### src/hw/rtl/mah_pkg.sv
// ----------------------------------------------------------------------------
// mah_pkg
// Shared types and constants for the multilevel alarm with hysteresis.
// ----------------------------------------------------------------------------
package mah_pkg;

    localparam int TEMP_W     = 12;
    localparam int TIME_W     = 40;
    localparam int DELAY_W    = 24;
    localparam int CFG_IDX_W  = 2;
    localparam int CFG_DATA_W = 24;
    localparam int MASK_W     = 3;
    localparam int MAX_LEVELS = 3;

    localparam logic [TIME_W-1:0]        VALID_TIME_MIN = 40'd1600000000;
    localparam logic signed [TEMP_W:0]   HYST_TENTHS    = 13'sd10;
    localparam logic [DELAY_W-1:0]       DELAY_RESET    = 24'd1800;

    typedef logic signed [TEMP_W-1:0] t_temp;
    typedef logic [TIME_W-1:0]        t_time;

    localparam t_temp TH_RESET [MAX_LEVELS] = '{12'sd300, 12'sd350, 12'sd400};

    typedef enum logic [CFG_IDX_W-1:0] {
        CFG_LEVEL0_TH   = 2'd0,
        CFG_LEVEL1_TH   = 2'd1,
        CFG_LEVEL2_TH   = 2'd2,
        CFG_REARM_DELAY = 2'd3
    } t_cfg_idx;

    // one registered sample as seen by every level
    typedef struct packed {
        t_temp temp;
        t_time now;
        logic  clk_ok;
    } t_sample;

endpackage

### src/hw/rtl/mah_level.sv
// ----------------------------------------------------------------------------
// mah_level
// One alarm level: armed flag, last alarm stamp, re-arm and fire decision.
// ----------------------------------------------------------------------------
module mah_level (
    input  logic                            i_clk,
    input  logic                            i_rst_n,
    input  logic                            i_adv,
    input  mah_pkg::t_sample                i_smp,
    input  mah_pkg::t_temp                  i_th,
    input  logic [mah_pkg::DELAY_W-1:0]     i_delay,
    output logic                            o_fire,
    output logic                            o_armed
);
    import mah_pkg::*;

    logic              r_armed;
    t_time             r_stamp;
    logic              n_armed;
    t_time             n_stamp;
    logic              take;
    t_time             stamp_eff;
    t_time             elapsed;
    logic              rearm;
    logic              armed_eff;
    logic signed [TEMP_W:0] temp_up;

    always_comb begin
        take      = !r_armed && i_smp.clk_ok && (r_stamp < VALID_TIME_MIN);
        stamp_eff = take ? i_smp.now : r_stamp;
        elapsed   = i_smp.now - stamp_eff;
        temp_up   = $signed({i_smp.temp[TEMP_W-1], i_smp.temp}) + HYST_TENTHS;
        rearm     = !r_armed && i_smp.clk_ok && (stamp_eff >= VALID_TIME_MIN)
                    && (i_smp.now >= stamp_eff)
                    && (elapsed >= {{(TIME_W-DELAY_W){1'b0}}, i_delay})
                    && (temp_up <= $signed({i_th[TEMP_W-1], i_th}));
        armed_eff = r_armed || rearm;
        o_fire    = armed_eff && (i_smp.temp >= i_th);
        n_armed   = o_fire ? 1'b0 : armed_eff;
        n_stamp   = o_fire ? (i_smp.clk_ok ? i_smp.now : '0) : stamp_eff;
    end

    always_ff @(posedge i_clk) begin
        if (!i_rst_n) begin
            r_armed <= 1'b1;
            r_stamp <= '0;
        end else if (i_adv) begin
            r_armed <= n_armed;
            r_stamp <= n_stamp;
        end
    end

    assign o_armed = r_armed;

endmodule

### src/hw/rtl/multilevel_alarm_hysteresis_rearm.sv
// ----------------------------------------------------------------------------
// multilevel_alarm_hysteresis_rearm
// Temperature alarm with up to three levels, hysteresis and re-arm hold-off.
// ----------------------------------------------------------------------------
// Takes one sample word per clock and returns one result word per sample:
// the sample is registered, all levels evaluate in parallel (each a 40-bit
// elapsed-time subtract and compare against the re-arm delay) and the result
// is registered. Input and output registers decouple the two sides, so a full
// rate stream is sustained while the output side keeps tready high. Write
// configuration registers only while no sample is in flight.
module multilevel_alarm_hysteresis_rearm #(
    parameter int LEVEL_COUNT = 3
) (
    input  logic                               i_clk,
    input  logic                               i_rst_n,
    // config port
    input  logic                               i_cfg_we,
    input  logic [mah_pkg::CFG_IDX_W-1:0]      i_cfg_addr,
    input  logic [mah_pkg::CFG_DATA_W-1:0]     i_cfg_wdata,
    // sample stream
    input  logic                               s_axis_tvalid,
    output logic                               s_axis_tready,
    input  logic [55:0]                        s_axis_tdata,  // temperature, current_time
    input  logic                               s_axis_tuser,  // audio_allowed
    // result stream
    output logic                               m_axis_tvalid,
    input  logic                               m_axis_tready,
    output logic [15:0]                        m_axis_tdata,  // fired_mask, top_threshold
    output logic [1:0]                         m_axis_tuser   // alert_fired, play_audio
);
    import mah_pkg::*;

    t_temp                  r_th [LEVEL_COUNT];
    logic [DELAY_W-1:0]     r_delay;

    logic                   r_in_valid;
    t_sample                r_smp;
    logic                   r_audio;

    logic                   r_out_valid;
    logic [MASK_W-1:0]      r_mask;
    t_temp                  r_top;
    logic                   r_alert;
    logic                   r_play;

    logic                   adv;
    logic                   s_acc;
    logic [LEVEL_COUNT-1:0] w_fire;
    logic [LEVEL_COUNT-1:0] w_armed;
    logic [MASK_W-1:0]      n_mask;
    t_temp                  n_top;

    // config registers
    always_ff @(posedge i_clk) begin
        if (!i_rst_n) begin
            for (int k = 0; k < LEVEL_COUNT; k++) r_th[k] <= TH_RESET[k];
            r_delay <= DELAY_RESET;
        end else if (i_cfg_we) begin
            case (i_cfg_addr)
                CFG_REARM_DELAY: r_delay <= i_cfg_wdata[DELAY_W-1:0];
                default: begin
                    for (int k = 0; k < LEVEL_COUNT; k++)
                        if (i_cfg_addr == CFG_IDX_W'(k))
                            r_th[k] <= i_cfg_wdata[TEMP_W-1:0];
                end
            endcase
        end
    end

    assign adv           = r_in_valid && (!r_out_valid || m_axis_tready);
    assign s_axis_tready = !r_in_valid || adv;
    assign s_acc         = s_axis_tvalid && s_axis_tready;

    // input register
    always_ff @(posedge i_clk) begin
        if (!i_rst_n) begin
            r_in_valid <= 1'b0;
        end else if (s_acc) begin
            r_in_valid <= 1'b1;
        end else if (adv) begin
            r_in_valid <= 1'b0;
        end
    end

    always_ff @(posedge i_clk) begin
        if (s_acc) begin
            r_smp.temp   <= s_axis_tdata[TEMP_W-1:0];
            r_smp.now    <= s_axis_tdata[TEMP_W +: TIME_W];
            r_smp.clk_ok <= s_axis_tdata[TEMP_W +: TIME_W] >= VALID_TIME_MIN;
            r_audio      <= s_axis_tuser;
        end
    end

    for (genvar g = 0; g < LEVEL_COUNT; g++) begin : g_level
        mah_level u_level (
            .i_clk   (i_clk),
            .i_rst_n (i_rst_n),
            .i_adv   (adv),
            .i_smp   (r_smp),
            .i_th    (r_th[g]),
            .i_delay (r_delay),
            .o_fire  (w_fire[g]),
            .o_armed (w_armed[g])
        );
    end

    // highest fired level wins the threshold
    always_comb begin
        n_mask = '0;
        n_top  = '0;
        for (int k = 0; k < LEVEL_COUNT; k++) begin
            if (w_fire[k]) begin
                n_mask[k] = 1'b1;
                n_top     = r_th[k];
            end
        end
    end

    // output register
    always_ff @(posedge i_clk) begin
        if (!i_rst_n) begin
            r_out_valid <= 1'b0;
        end else if (adv) begin
            r_out_valid <= 1'b1;
        end else if (m_axis_tready) begin
            r_out_valid <= 1'b0;
        end
    end

    always_ff @(posedge i_clk) begin
        if (adv) begin
            r_mask  <= n_mask;
            r_top   <= n_top;
            r_alert <= |n_mask;
            r_play  <= (|n_mask) && r_audio && r_smp.clk_ok;
        end
    end

    assign m_axis_tvalid = r_out_valid;
    assign m_axis_tdata  = {1'b0, r_top, r_mask};
    assign m_axis_tuser  = {r_play, r_alert};

    // ------------------------------------------------------------------------
    a_ready_when_out_empty: assert property (
        @(posedge i_clk) disable iff (!i_rst_n)
        !m_axis_tvalid |-> s_axis_tready
    ) else $error("input stalled with empty output register");

    a_alert_matches_mask: assert property (
        @(posedge i_clk) disable iff (!i_rst_n)
        m_axis_tvalid |-> (m_axis_tuser[0] == (m_axis_tdata[2:0] != 3'd0))
    ) else $error("alert flag disagrees with fired mask");

    a_quiet_result: assert property (
        @(posedge i_clk) disable iff (!i_rst_n)
        (m_axis_tvalid && !m_axis_tuser[0]) |->
            (m_axis_tdata[14:3] == 12'd0 && !m_axis_tuser[1])
    ) else $error("nonzero threshold or audio without an alarm");

    a_fire_disarms: assert property (
        @(posedge i_clk) disable iff (!i_rst_n)
        (adv && w_fire[0]) |=> !w_armed[0]
    ) else $error("level stayed armed after firing");

endmodule
### config.mk
export PLATFORM = sky130hd
export DESIGN_NAME = multilevel_alarm_hysteresis_rearm
export DESIGN_NICKNAME = d
export VERILOG_FILES = /design/src/hw/rtl/mah_pkg.sv /design/src/hw/rtl/mah_level.sv /design/src/hw/rtl/multilevel_alarm_hysteresis_rearm.sv
export SDC_FILE = /design/constraint.sdc
export NUM_CORES = 1
export LEC_CHECK = 0
export BUFFER_PORTS_ARGS = -buffer_cell sky130_fd_sc_hd__buf_2
export CAP_MARGIN = 20
export CELL_PAD_IN_SITES_DETAIL_PLACEMENT = 2
export CELL_PAD_IN_SITES_GLOBAL_PLACEMENT = 2
export CORE_MARGIN = 2
export CORE_UTILIZATION = 42
export DETAILED_ROUTE_END_ITERATION = 10
export GPL_ROUTABILITY_DRIVEN = 0
export PLACE_DENSITY = 0.95
export SYNTH_ARGS = -nofsm -noshare
export SYNTH_HDL_FRONTEND = slang
export SYNTH_HIERARCHICAL = 1
export SYNTH_SLANG_ARGS = --single-unit
### constraint.sdc
create_clock -name i_clk -period 10.91 [get_ports i_clk]
set_input_delay 2.182 -clock i_clk [delete_from_list [all_inputs] [get_ports i_clk]]
set_output_delay 2.182 -clock i_clk [all_outputs]
set_load 0.005 [all_outputs]
# ---- Word-level counts from Yosys, hierarchy flattened
# Memory sizes are Yosys's and may differ from the RTL's.
# Index checks and enable logic that the tools add are counted.
dict set report word_totals {
  output_inout_bits 20
  reg_bits 220
  ramBits 36
  n_memories 1
}
# name words word_bits read_ports rd_clocked_by_memory_dff write_ports line
set mem_list {}
lappend mem_list {r_th 3 12 3 0 3 multilevel_alarm_hysteresis_rearm.sv:33} ;# t_temp r_th [LEVEL_COUNT];
dict set report op_classes {
  reduce_logical 40
  mux 39
  magnitude_cmp 19
  n_eq_ne 3
  n_addsub 4
  n_bitwise 3
}
# cell n
set op_table {}
lappend op_table {{$mux W40} 7}
lappend op_table {{$ge A40 B31 Y1 const B} 4}
lappend op_table {{$ge A40 B24 Y1} 3}
lappend op_table {{$ge A40 B40 Y1} 3}
lappend op_table {{$lt A40 B31 Y1 const B} 3}
lappend op_table {{$sub A40 B40 Y40} 3}
lappend op_table {{$mux W12} 6}
lappend op_table {{$le A13 B12 Y1} 3}
lappend op_table {{$ge A12 B12 Y1} 3}
lappend op_table {{$mux W1} 26}
lappend op_table {{$logic_and A1 B1 Y1} 25}
lappend op_table {{$add A12 B5 Y13 const B} 1}
lappend op_table {{$logic_not A1 Y1} 5}
lappend op_table {{$logic_or A1 B1 Y1} 5}
lappend op_table {{$eq A2 B2 Y1 const B} 2}
lappend op_table {{$reduce_bool A2 Y1} 2}
lappend op_table {{$or A1 B1 Y1} 3}
lappend op_table {{$reduce_or A3 Y1} 1}
lappend op_table {{$eq A2 B1 Y1 const B} 1}
lappend op_table {{$logic_not A2 Y1} 1}
lappend op_table {{$reduce_and A2 Y1} 1}

# ---- Logic depth before layout (Yosys ltp)
dict set report logic_depth {
  ltp_word 15
  mapped_depth 36
  ltp_nobuf 33
}

# ---- Cells and area by module
# The synthesis kept the hierarchy.
# module instances area_each_um2 seq_area_each_um2 cells_per_inst
set modules_own_cells {}
lappend modules_own_cells {{mah_level (g_level[0].u_level ...)} 2 6608.8 820.8 913}
lappend modules_own_cells {{mah_level (g_level[2].u_level)} 1 6766.5 820.8 957}
lappend modules_own_cells {multilevel_alarm_hysteresis_rearm 1 4725.8 3733.6 318}

# ---- Least setup slack after synthesis
# Ideal clock, no wire load.
dict set report synth_path {
  path_type {register to register}
  from {register r_smp[0] in the netlist's numbering}
  to {register r_play (data pin)}
  synth_period_minus_slack_ns 7.514
  stages_incl_launch_ff 31
  arrival_ns 7.259
  required_ns 10.655
  path_slack_ns 3.396
  cell_sequence {edfxtp_1 -> inv_2 -> a211oi_1 -> o2111a_1 -> buf_2 -> buf_1 -> clkbuf_1 -> mux2i_1 -> ha_1 -> o21a_1 -> o31a_1 -> o21ai_0 -> o211ai_1 -> a31oi_2 -> o21ai_1 -> a21oi_1 -> xnor2_1 -> ha_1 -> and3_1 -> nand3_1 -> or3_1 -> a2111oi_0 -> a221o_1 -> nor3_1 -> nand3_1 -> or4_4 -> nor4_4 -> a21oi_2 -> buf_2 -> or3_1 -> and3_1}
}
dict set report synth_via {
  elab_chain_len 14
  word_cells_on_any_way 45
  classes_between {add/sub (3); order compare (9); mux (6); reduce/logical (27)}
}
# item line
set synth_rtl {}
lappend synth_rtl {{start, declared} multilevel_alarm_hysteresis_rearm.sv:37} ;# t_sample r_smp;
lappend synth_rtl {{$logic_and A1 B1 Y1 (*)} {mah_level.sv:29, mah_level.sv:33}}
lappend synth_rtl {{parallel branches: the longest is 5 deep, another holds $sub A40 B40 Y40} n/a}
lappend synth_rtl {{$logic_and A1 B1 Y1 (*)} mah_level.sv:35} ;# && (elapsed >= {{(TIME_W-DELAY_W){1'b0}}, i_delay})
lappend synth_rtl {{$logic_and A1 B1 Y1 (*)} mah_level.sv:36} ;# && (temp_up <= $signed({i_th[TEMP_W-1], i_th}));
lappend synth_rtl {{$logic_or A1 B1 Y1 (*)} mah_level.sv:37} ;# armed_eff = r_armed || rearm;
lappend synth_rtl {{$logic_and A1 B1 Y1 (*)} mah_level.sv:38} ;# o_fire = armed_eff && (i_smp.temp >= i_th);
lappend synth_rtl {{$mux W1 (*)} multilevel_alarm_hysteresis_rearm.sv:112} ;# if (w_fire[k]) begin
lappend synth_rtl {{named net n_mask[2]} multilevel_alarm_hysteresis_rearm.sv:50} ;# logic [MASK_W-1:0] n_mask;
lappend synth_rtl {{$reduce_or A3 Y1 (*)} multilevel_alarm_hysteresis_rearm.sv:135} ;# r_play <= (|n_mask) && r_audio && r_smp.clk_ok;
lappend synth_rtl {{$logic_and A1 B1 Y1 (*) (2 in series)} multilevel_alarm_hysteresis_rearm.sv:135}
lappend synth_rtl {{end signal, assigned} multilevel_alarm_hysteresis_rearm.sv:135}
lappend synth_rtl {{end, declared} multilevel_alarm_hysteresis_rearm.sv:44} ;# logic r_play;
# Mark *: on every way through the listed nets, which the timed path passes.
# A chain may end at the register's enable or synchronous reset.

# ---- Worst setup path in the final report
dict set report layout_path {
  from {register g_level[1].u_level.r_stamp[24]}
  to {register g_level[1].u_level.r_stamp[17]}
}
dict set report layout_via {
  elab_chain_len 11
  word_cells_on_any_way 14
  classes_between {add/sub (1); order compare (4); mux (2); reduce/logical (7)}
}
# item line
set layout_rtl {}
lappend layout_rtl {{start, declared} mah_level.sv:18} ;# t_time r_stamp;
lappend layout_rtl {{start signal, assigned} mah_level.sv:49} ;# r_stamp <= n_stamp;
lappend layout_rtl {{$lt A40 B31 Y1} mah_level.sv:29} ;# take = !r_armed && i_smp.clk_ok && (r_stamp < VALID_TIME_MIN);
lappend layout_rtl {{$logic_and A1 B1 Y1} mah_level.sv:29}
lappend layout_rtl {{$mux W40 (*)} mah_level.sv:30} ;# stamp_eff = take ? i_smp.now : r_stamp;
lappend layout_rtl {{parallel branches: the longest is 7 deep, another holds $sub A40 B40 Y40} n/a}
lappend layout_rtl {{$mux W40 (*)} mah_level.sv:40} ;# n_stamp = o_fire ? (i_smp.clk_ok ? i_smp.now : '0) : stamp_eff;
# Mark *: on every way between the ends.

==> impl_metrics.yaml <==
clock_tree:
  cts_tree: "yes"
  insertion_delay_ns: 0.59
  numCtsBuffers: 34
  cts_resized: 0
  cts_buffer_depth: 3
  htree_levels: 2
  cts_root_buf: "clkbuf_16"
  holdBufCountCts: 0
  post-cts-setup-buffers: 0
  clock_sinks: 256
  path_clk_slew_ns: 0.07
routing:
  drt_iter0_drc: 3372
  routedWlPerCell_um: 39.3
  num_vias: 30000
  drcViolationCount: 0
  first_pass_iters: 6
  vias_per_cell: 7.61
  final_antenna_net_count: 0
  wirelength_um: 155000
sta:
  rsz0062_at_grt: "no"
  worst_slack_ns: -0.106
  skew_ns: 0.0440
  worst_slew_pin_slew_ns: 1.24
  finalMaxSlewViolations: 0
  period_needed_ns: 11.02
  relSlewSlack_pct: 16.2
  finalCritPeriodShare_pct: 101
  setup_viol: 3
  hold_viol: 0
  max_freq_ghz: 0.0908
logic_synthesis:
  synth-edff-count: 107
  syn-num-nets: 3453
  avgSynthCellArea_um2: 7.97
  synthArstFlopShare_pct: 0
  synth_top_area_share_pct: 13.2
  synth_seq_area_share_pct: 25.1
  synthDominantAreaCellType: "ha_1"
  synthCells: 3101
  ys_warn_count: 6
  synth_ff_type: "dfxtp_1"
  synthTopCellsByArea: "ha_1, edfxtp_1, dfxtp_1"
  ys_ff_latch: 256
  synthesis.area_mm2: 0.0247
  synth_cell_types: 98
floorplan:
  coreArea_mm2: 0.0579
  rows: 88
  die_width_um: 247
  die_area_mm2: 0.0608
  die_height_um: 247
  io_pins: 108
  start_util_pct: 42.7
final_layout:
  nets: 3492
  nFillCells: 6330
  finalNonFillerCells: 3938
  drive_gt1_share_pct: 8.50
  area_growth_pct: 9.84
  layout_commonest_cell: "ha_1"
  post-route-util_pct: 46.9
  final_cell_mix: "ha_1, nand2_1, a21oi_1, o21ai_0, nor2_1"
worst_setup_path:
  worstPathMaxFanout: 83
  crit_type: "register to register"
  endpoint_kind: "register"
  slowest_delay_ns: 0.73
  cp_top_family: "compound AO/OA/AOI/OAI gates"
  critPathArrivalTime_ns: 11.40
  cp-start-kind: "register"
  crit_slowest_cell: "nand4_1"
  critPathBufInv: 2
  crit_top_cell: "a21o_1"
  required_ns: 11.30
global_route:
  grt_pass1_vias: 32700
  grt_max_degree: 110
  gr-total-overflow: 0
  antenna_found_initial: 15
  grt_util_all_layers_pct: 49.3
  grt_pass1_wl_um: 223000
power:
  powerDensity_mw_per_mm2: 166
  peakVddDrop_v: 0.000130
  cellLeakagePower_nw: 10.3
placed_design:
  dp_hpwl_um: 97800
  portBuffers: 102
  post-place-cells: 3864
run_status:
  status: "finished, violations left"
  violations: "setup timing"
worst_hold_path:
  hold_path_class: "register to register"
flow_run:
  cap_violations: 0
## kinds of logic (layout without fill, tap and decap cells)
kind of cell / Yosys count / after routing / synth area share (%)
simple gates: 1052 / 1052 / 21.7
compound gates: 1001 / 1001 / 26.4
buf+inv: 301 / 366 / 4.70
fa+ha+maj: 264 / 264 / 13.5
flops: 256 / 256 / 25.1
mux: 114 / 114 / 4.71
xor+xnor: 112 / 112 / 3.97
other cells: 1 / 8 / 0.0152
## power by group
part           switching [mW]  internal, mW  total [mW]
combinational            1.45         0.669        2.12
clock                   0.550         0.650        1.20
sequential              0.113          1.08        1.19
## worst register-to-register path, delay by kind of cell, from the launching register on
kind / cells / cell delay [ns]
flip-flops: 1 / 0.41
AO/OA/AOI/OAI: 16 / 4.80
AND/OR/NAND/NOR: 10 / 3.81
XOR/XNOR: 1 / 0.20
buffers and inverters: 2 / 0.79
adder cells (fa/ha/maj): 3 / 0.83
## through the flow
| step | worst slack [ns] | area [um^2] | setup TNS (ns) | hold WS (ns) | power (mW) |
|---|---|---|---|---|---|
| finish | -0.106 | 27100 | -0.172 | 0.543 | 4.51 |
| global route | 0.0177 | 27100 | 0 | 0.567 | 4.60 |
| CTS | 0.547 | 27100 | 0 | 0.534 | 4.34 |
| detailed placement | 1.24 | 26000 | 0 | 0.513 | 3.02 |
| global placement | 2.17 | 26000 | 0 | 0.489 | 2.77 |
| floorplan | 3.40 | 24700 | 0 | 0.461 | 2.34 |
## state kept, by name (all words and copies together) (netlist names)
signal                   count
g_level.u_level/r_stamp    120
r_mask                       3
r_in_valid                   1
r_delay                     24
r_audio                      1
r_top                       12
r_th                        36
r_smp                       53
g_level.u_level/o_armed      3
m_axis_tvalid                1
r_play                       1
r_alert                      1
## worst paths after layout
path,from,endpoint,slack (ns),cells past startpoint
setup reg to reg,g_level[1].u_level/r_stamp[24],g_level[1].u_level/r_stamp[17],-0.11,32
hold reg to reg,r_in_valid,m_axis_tvalid,0.54,1
hold / removal,r_in_valid,m_axis_tvalid,0.54,1
setup / recovery,g_level[1].u_level/r_stamp[24],g_level[1].u_level/r_stamp[17],-0.11,32
## cell type report
type                       count  area (um^2)  share of cell area [%]
antenna                        7         17.5                  0.0645
tap                          765          957                    3.53
clock buffer                  44          920                    3.39
clock inverter                18          171                   0.632
sequential                   256         6200                    22.8
timing repair buffer         155          931                    3.43
multi-input combinational   2544        17400                    64.1
inverter                     149          559                    2.06
## synthesized netlist by cell type (8+ instances only)
| cell | n |
|---|---|
| a211o_1 | 11 |
| a211oi_1 | 34 |
| a21boi_1 | 20 |
| a21o_1 | 77 |
| a21oi_1 | 246 |
| a22oi_1 | 15 |
| a31oi_1 | 100 |
| and2_1 | 25 |
| and3_1 | 19 |
| and4_1 | 8 |
| buf_1 | 17 |
| buf_2 | 11 |
| clkbuf_1 | 119 |
| dfxtp_1 | 149 |
| edfxtp_1 | 107 |
| ha_1 | 261 |
| inv_1 | 145 |
| mux2_1 | 18 |
| mux2i_1 | 96 |
| nand2_1 | 256 |
| nand2b_1 | 56 |
| nand3_1 | 163 |
| nand4_1 | 72 |
| nor2_1 | 190 |
| nor2b_1 | 34 |
| nor3_1 | 51 |
| nor4_1 | 23 |
| o2111a_1 | 10 |
| o2111ai_1 | 11 |
| o211ai_1 | 12 |
| o21a_1 | 44 |
| o21ai_0 | 235 |
| o21ai_1 | 36 |
| o21bai_1 | 23 |
| o31ai_1 | 14 |
| or2_0 | 84 |
| or2_2 | 12 |
| or3_1 | 15 |
| xnor2_1 | 69 |
| xor2_1 | 43 |
## layer usage
layer / share of wire [%] / track usage [%] / vias to the layer above
met5: 0.081 / 0 / -
met4: 10 / 43.4 / 14
met3: 11 / 18.0 / 1150
met2: 44 / 76.9 / 2449
met1: 34 / 52.5 / 14800
li1: - / - / 11600
No activity file was read; power rests on OpenSTA's default activity.
